**src/rtl/bbcr_pkg.sv**
```systemverilog
// Shared constants, codes and controller/datapath interface types for the buffer pool.
package bbcr_pkg;

  localparam int SLOTS            = 64;
  localparam int SLOT_BITS        = (SLOTS > 1) ? $clog2(SLOTS) : 1;
  localparam int TABLE_ID_BITS    = 16;
  localparam int BLOCK_INDEX_BITS = 24;
  localparam int TAG_BITS         = TABLE_ID_BITS + BLOCK_INDEX_BITS;
  localparam int OUT_SLOT_BITS    = 6;
  localparam int OP_BITS          = 2;
  localparam int FILL_BITS        = 2;

  localparam logic [OP_BITS-1:0] OP_GET   = 2'd0;
  localparam logic [OP_BITS-1:0] OP_DROP  = 2'd1;
  localparam logic [OP_BITS-1:0] OP_CLEAR = 2'd2;

  localparam logic [FILL_BITS-1:0] FILL_NONE = 2'd0;
  localparam logic [FILL_BITS-1:0] FILL_READ = 2'd1;
  localparam logic [FILL_BITS-1:0] FILL_ZERO = 2'd2;

  typedef logic [SLOTS-1:0]     slot_vec_t;
  typedef logic [SLOT_BITS-1:0] slot_idx_t;

  typedef struct packed {
    logic load_req;     // capture request fields
    logic lookup;       // register tag compare vectors
    logic select;       // encode hit / victim, start tag read
    logic get_commit;   // deliver get result, update slot state
    logic zero_commit;  // deliver empty result, apply drop
    logic clr_pick;     // pick next valid slot to write back
    logic clr_commit;   // deliver one clear write-back
  } bbcr_cmd_t;

  typedef struct packed {
    logic [OP_BITS-1:0] req_op;
    logic               any_valid;
    logic               clr_last;
    logic               out_free;
  } bbcr_sts_t;

endpackage

```
**src/rtl/bbcr_ctrl.sv**
```systemverilog
// Request sequencer: steps each operation through lookup, selection and result transfers.
module bbcr_ctrl (
  input  logic                clk,
  input  logic                rst_n,
  input  logic                in_valid,
  output logic                in_stall,
  input  bbcr_pkg::bbcr_sts_t sts,
  output bbcr_pkg::bbcr_cmd_t cmd
);

  localparam logic [2:0] S_IDLE     = 3'd0;
  localparam logic [2:0] S_LOOKUP   = 3'd1;
  localparam logic [2:0] S_SELECT   = 3'd2;
  localparam logic [2:0] S_GET      = 3'd3;
  localparam logic [2:0] S_ZERO     = 3'd4;
  localparam logic [2:0] S_CLR_PICK = 3'd5;
  localparam logic [2:0] S_CLR_EMIT = 3'd6;

  logic [2:0] state_r, state_nxt;

  always_comb begin
    state_nxt = state_r;
    cmd       = '0;
    in_stall  = 1'b1;
    case (state_r)
      S_IDLE: begin
        in_stall = 1'b0;
        if (in_valid) begin
          cmd.load_req = 1'b1;
          state_nxt    = S_LOOKUP;
        end
      end
      S_LOOKUP: begin
        cmd.lookup = 1'b1;
        if (sts.req_op == bbcr_pkg::OP_GET) begin
          state_nxt = S_SELECT;
        end else if (sts.req_op == bbcr_pkg::OP_CLEAR && sts.any_valid) begin
          state_nxt = S_CLR_PICK;
        end else begin
          state_nxt = S_ZERO;
        end
      end
      S_SELECT: begin
        cmd.select = 1'b1;
        state_nxt  = S_GET;
      end
      S_GET: begin
        if (sts.out_free) begin
          cmd.get_commit = 1'b1;
          state_nxt      = S_IDLE;
        end
      end
      S_ZERO: begin
        if (sts.out_free) begin
          cmd.zero_commit = 1'b1;
          state_nxt       = S_IDLE;
        end
      end
      S_CLR_PICK: begin
        cmd.clr_pick = 1'b1;
        state_nxt    = S_CLR_EMIT;
      end
      S_CLR_EMIT: begin
        if (sts.out_free) begin
          cmd.clr_commit = 1'b1;
          state_nxt      = sts.clr_last ? S_IDLE : S_CLR_PICK;
        end
      end
      default: begin
        state_nxt = S_IDLE;
      end
    endcase
  end

  always_ff @(posedge clk) begin
    if (!rst_n) begin
      state_r <= S_IDLE;
    end else begin
      state_r <= state_nxt;
    end
  end

endmodule

```
**config.mk**
```make
export PLATFORM = sky130hd
export DESIGN_NAME = bbcr_ctrl
export DESIGN_NICKNAME = d
export VERILOG_FILES = /design/src/rtl/bbcr_pkg.sv /design/src/rtl/bbcr_ctrl.sv
export SDC_FILE = /design/constraint.sdc
export NUM_CORES = 1
export LEC_CHECK = 0
export BUFFER_PORTS_ARGS = -buffer_cell sky130_fd_sc_hd__buf_2
export CORE_AREA = 5 5 42 44
export DETAILED_ROUTE_END_ITERATION = 12
export DIE_AREA = 0 0 47 49
export PLACE_DENSITY = 0.53
export SLEW_MARGIN = 25
export SYNTH_ARGS = -nofsm -noshare
export SYNTH_HDL_FRONTEND = slang
export SYNTH_SLANG_ARGS = --single-unit
```
**constraint.sdc**
```tcl
create_clock -name clk -period 1.25 [get_ports clk]
set_input_delay 0.125 -clock clk [delete_from_list [all_inputs] [get_ports clk]]
set_output_delay 0.125 -clock clk [all_outputs]
set_load 0.01 [all_outputs]
```
==> Word level (Yosys, flattened, before mapping) <==
Cells that the tools add are included.
{ "word_totals": {"wordCells": 33, "in_bits": 8, "reg_bits": 3, "output_inout_bits": 8} }
{ "classes": {"eq_ne": 10, "reduce_logical": 5, "mux": 17} }
{ "op_table": {"columns": ["operator", "n"], "rows": [
  ["case mux 3 bit (6 select lines)", 1],
  ["two-way mux 3 bit", 5],
  ["two-way mux 1 bit", 11],
  ["equality test 3 bit (second input constant)", 3],
  ["equality test 3 x 2 -> 1 bit (second input constant)", 2],
  ["inequality test 2 bit (second input constant)", 2],
  ["equality test 3 x 1 -> 1 bit (second input constant)", 1],
  ["zero test 3 bit", 1],
  ["AND reduction 3 bit", 1],
  ["equality test 2 bit (second input constant)", 1],
  ["zero test 2 bit", 1],
  ["inequality test 2 x 1 -> 1 bit (second input constant)", 1],
  ["OR reduction 2 bit", 1],
  ["logical AND 1 bit", 1]
]} }

==> Logic depth before layout (Yosys ltp) <==
{ "depth": {"word_depth": 5, "depth_mapped": 5} }

==> Least setup slack after synthesis <==
Ideal clock, no wire load.
{ "synth_path": {"path_kind": "register to output", "start": "reg state_r[1]", "end": "out cmd[6] (netlist name)", "stages_incl_launch_ff": 4, "required_time_ns": 1.125, "arrival_time_ns": 1.124, "path_slack_ns": 0.001, "path_cell_list": "dfxtp_1 buf_2 or3_2 nor2_1"} }
{ "synth_rtl": {"columns": ["item", "line_no", "text"], "rows": [
  ["start, declared", "bbcr_ctrl.sv:19", "logic [2:0] state_r, state_nxt;"],
  ["start signal, assigned", "bbcr_ctrl.sv:79", "state_r <= state_nxt;"],
  ["end, declared", "bbcr_ctrl.sv:8", "output bbcr_pkg::bbcr_cmd_t cmd"]
]} }

==> flow_summary.json <==
{
  "status": "complete, but fails checks",
  "violations": "setup timing",
  "clkLatencyLatePin_ns": 0.24,
  "syn-num-nets": 48,
  "endpoint_kind": "primary output",
  "hold_start": "rst_n",
  "min_period_over_period_pct": 102,
  "coreArea_um2": 1400,
  "critPathLaunch": "state_r[2]",
  "worstPathRequired_ns": 1.12,
  "numCtsBuffers": 3,
  "fillers": 169,
  "synth_top_area_share_pct": 22.0,
  "critPathKind": "reg2out",
  "seq_area_um2": 68.8,
  "ys_ff_latch": 3,
  "synth_top_family_by_area": "simple AND/OR/NAND/NOR gates",
  "h-tree-depth": 1,
  "ys_seq_area_share_pct": 22.0,
  "synth_edf_count": 0,
  "die_area_um2": 2300,
  "muxShareOfSynthArea_pct": 0,
  "yosys.area_share.simple_pct": 46.8,
  "cap_violations": 0,
  "rows": 14,
  "hold_viol": 0,
  "rsz0062_at_grt": "true",
  "r2r_slack_ns": 0.01,
  "timing.rr.end": "state_r[2]",
  "drc_errors": 0,
  "hpwl_um": 659,
  "drtPass1Iterations": 4,
  "routed_wl_um": 946,
  "yosys_most_used_dff": "dfxtp_1",
  "reg_top3": "state_r x3",
  "antenna_found_initial": 0,
  "ios": 16,
  "synth_compound_area_share_pct": 22.0,
  "placed_area_um2": 373,
  "slowest_delay_ns": 0.38,
  "dieHeight_um": 49,
  "vias": 382,
  "clk_pin_slew_ns": 0.04,
  "rr_startpoint": "state_r[1]",
  "reg2regPathDepth": 5,
  "final.min_clock_period_ns": 1.28,
  "worstPathMaxFanout": 3,
  "finish.utilization_pct": 31.5,
  "largest_reg_flops": 3,
  "finalWorstSetupSlack_ns": -0.0270,
  "cp_top_family": "simple AND/OR/NAND/NOR gates",
  "wl_per_cell_um": 12.1,
  "via_per_inst": 4.90,
  "root_buffer": "clkbuf_4",
  "final_max_slew_viol_count": 0,
  "grt_pass1_vias": 336,
  "p_leak_nw": 0.213,
  "ant_nets": 0,
  "tightestPinTransition_ns": 0.261,
  "stdcell_area_um2": 442,
  "power_density_nw_per_um2": 1190,
  "placed_cells": 71,
  "drive_above_1_share_pct": 54.8,
  "synth_xor_xnor_area_share_pct": 0,
  "synth_area_um2": 273,
  "relSlewSlack_pct": 82.4,
  "syn-mean-instance-area_um2": 6.82,
  "cts_sinks": 3,
  "drt_iter0_drc": 14,
  "cts_hold_buf": 0,
  "synth-adder-area-share_pct": 0,
  "min_path_cells": 3,
  "yosys.cell_types.count": 22,
  "clock_skew_ns": 0.0112,
  "gr-usage-all-layers_pct": 8.16,
  "die_x_um": 47,
  "area_growth_pct": 61.9,
  "synth_common_cells": "nor2_1, nor3_1, dfxtp_1, inv_1, o21ai_0",
  "synth_area_leaders": "dfxtp_1, nor3_1, o21ai_0",
  "multiInputGateArea_um2": 199,
  "whs_endpoint": "state_r[1]",
  "crit_chain": "or3_4, nor2_1, buf_2",
  "place_worst_setup_slack_ns": -0.0724,
  "async_flop_share_pct": 0,
  "peakVddDrop_mv": 0.267,
  "diodes": 0,
  "fmax_mhz": 783,
  "cts_tree": "done",
  "p_total_mw": 0.527,
  "portBuffers": 15,
  "grt_max_degree": 13,
  "gp_congestion": 0.757,
  "fin_cells": 78,
  "nets": 71,
  "min_path_type": "in2reg",
  "yosysWarningCount": 0,
  "largest-register": "state_r",
  "clk_path_buf_depth": 2,
  "start_util_pct": 19.5,
  "critPathLaunchType": "flip-flop",
  "grt-ovfl-total": 0,
  "setup_violations": 2,
  "synth_top_area_cell": "dfxtp_1",
  "crit_buf_inv": 1,
  "slowest_stage": "or3_4",
  "worstPathArrival_ns": 1.15,
  "grt_pass1_wl_mm": 1.35,
  "synthCells": 40
}
cells in the final DEF (no fill, tap or decap), types with 2 or more instances in the layout:
cell / count
buf_2: 15
nor3_1: 4
buf_4: 4
nor2_1: 3
o21ai_0: 3
clkbuf_4: 3
and3_2: 2
and3_1: 2
inv_1: 2
a21oi_1: 2
nand2_1: 2
nand3_1: 2
dfxtp_4: 2
cell type report:
cell class | count | area share (%)
repair buffers | 20 | 24.9
inverters | 4 | 3.97
clock buffers | 4 | 5.95
well taps | 16 | 4.53
multi-input cells | 31 | 45.0
flip-flops and latches | 3 | 15.6
worst min-delay path, cell delays in order:
cell,delay [ns]
buf_2,0.11
inv_1,0.07
a21oi_1,0.04
cells by family after synthesis:
| logic type | count (synthesis) |
|---|---|
| AOI/OAI and AO/OA | 9 |
| buffers and inverters | 6 |
| DFF | 3 |
| and+or+nand+nor | 22 |
through the flow:
step | hold WS (ns) | TNS [ns]
3_3_place_gp | 0.399 | 0
3_5_place_dp | 0.403 | -0.0724
4_1_cts | 0.142 | -0.0783
2_1_floorplan | 0.268 | 0
5_1_grt | 0.178 | -0.249
6_report | 0.148 | -0.0536
report_power, final:
| group | switching, mW | leakage, nW | internal (mW) |
|---|---|---|---|
| combinational | 0.116 | 0.171 | 0.109 |
| clock | 0.0554 | 0.0150 | 0.120 |
| sequential | 0.0145 | 0.0264 | 0.112 |
| total | 0.186 | 0.213 | 0.341 |
worst max path at each step:
stage,slack [ns],endpoint,depth (start not counted)
3_3_place_gp,0.02,state_r[2],4
6_report,-0.03,cmd[6],3
3_5_place_dp,-0.07,state_r[2],4
5_1_grt,-0.08,cmd[6],3
2_1_floorplan,0.001,cmd[6],3
4_1_cts,-0.05,cmd[6],3
repair_timing:
item                       in CTS  in global routing
pin swaps                       1                  1
buffers inserted                1                  2
setup endpoints to repair       9                  8
resized for setup               9                  2
routing by layer:
metal	track usage, %	share of wire [%]	vias to the layer above
li1	-	-	192
met1	8.77	40	176
met2	12.7	52	14
met3	1.85	8.5	0
met4	6.91	0	0
met5	0	0	-
(Power assumes the default switching activity.)
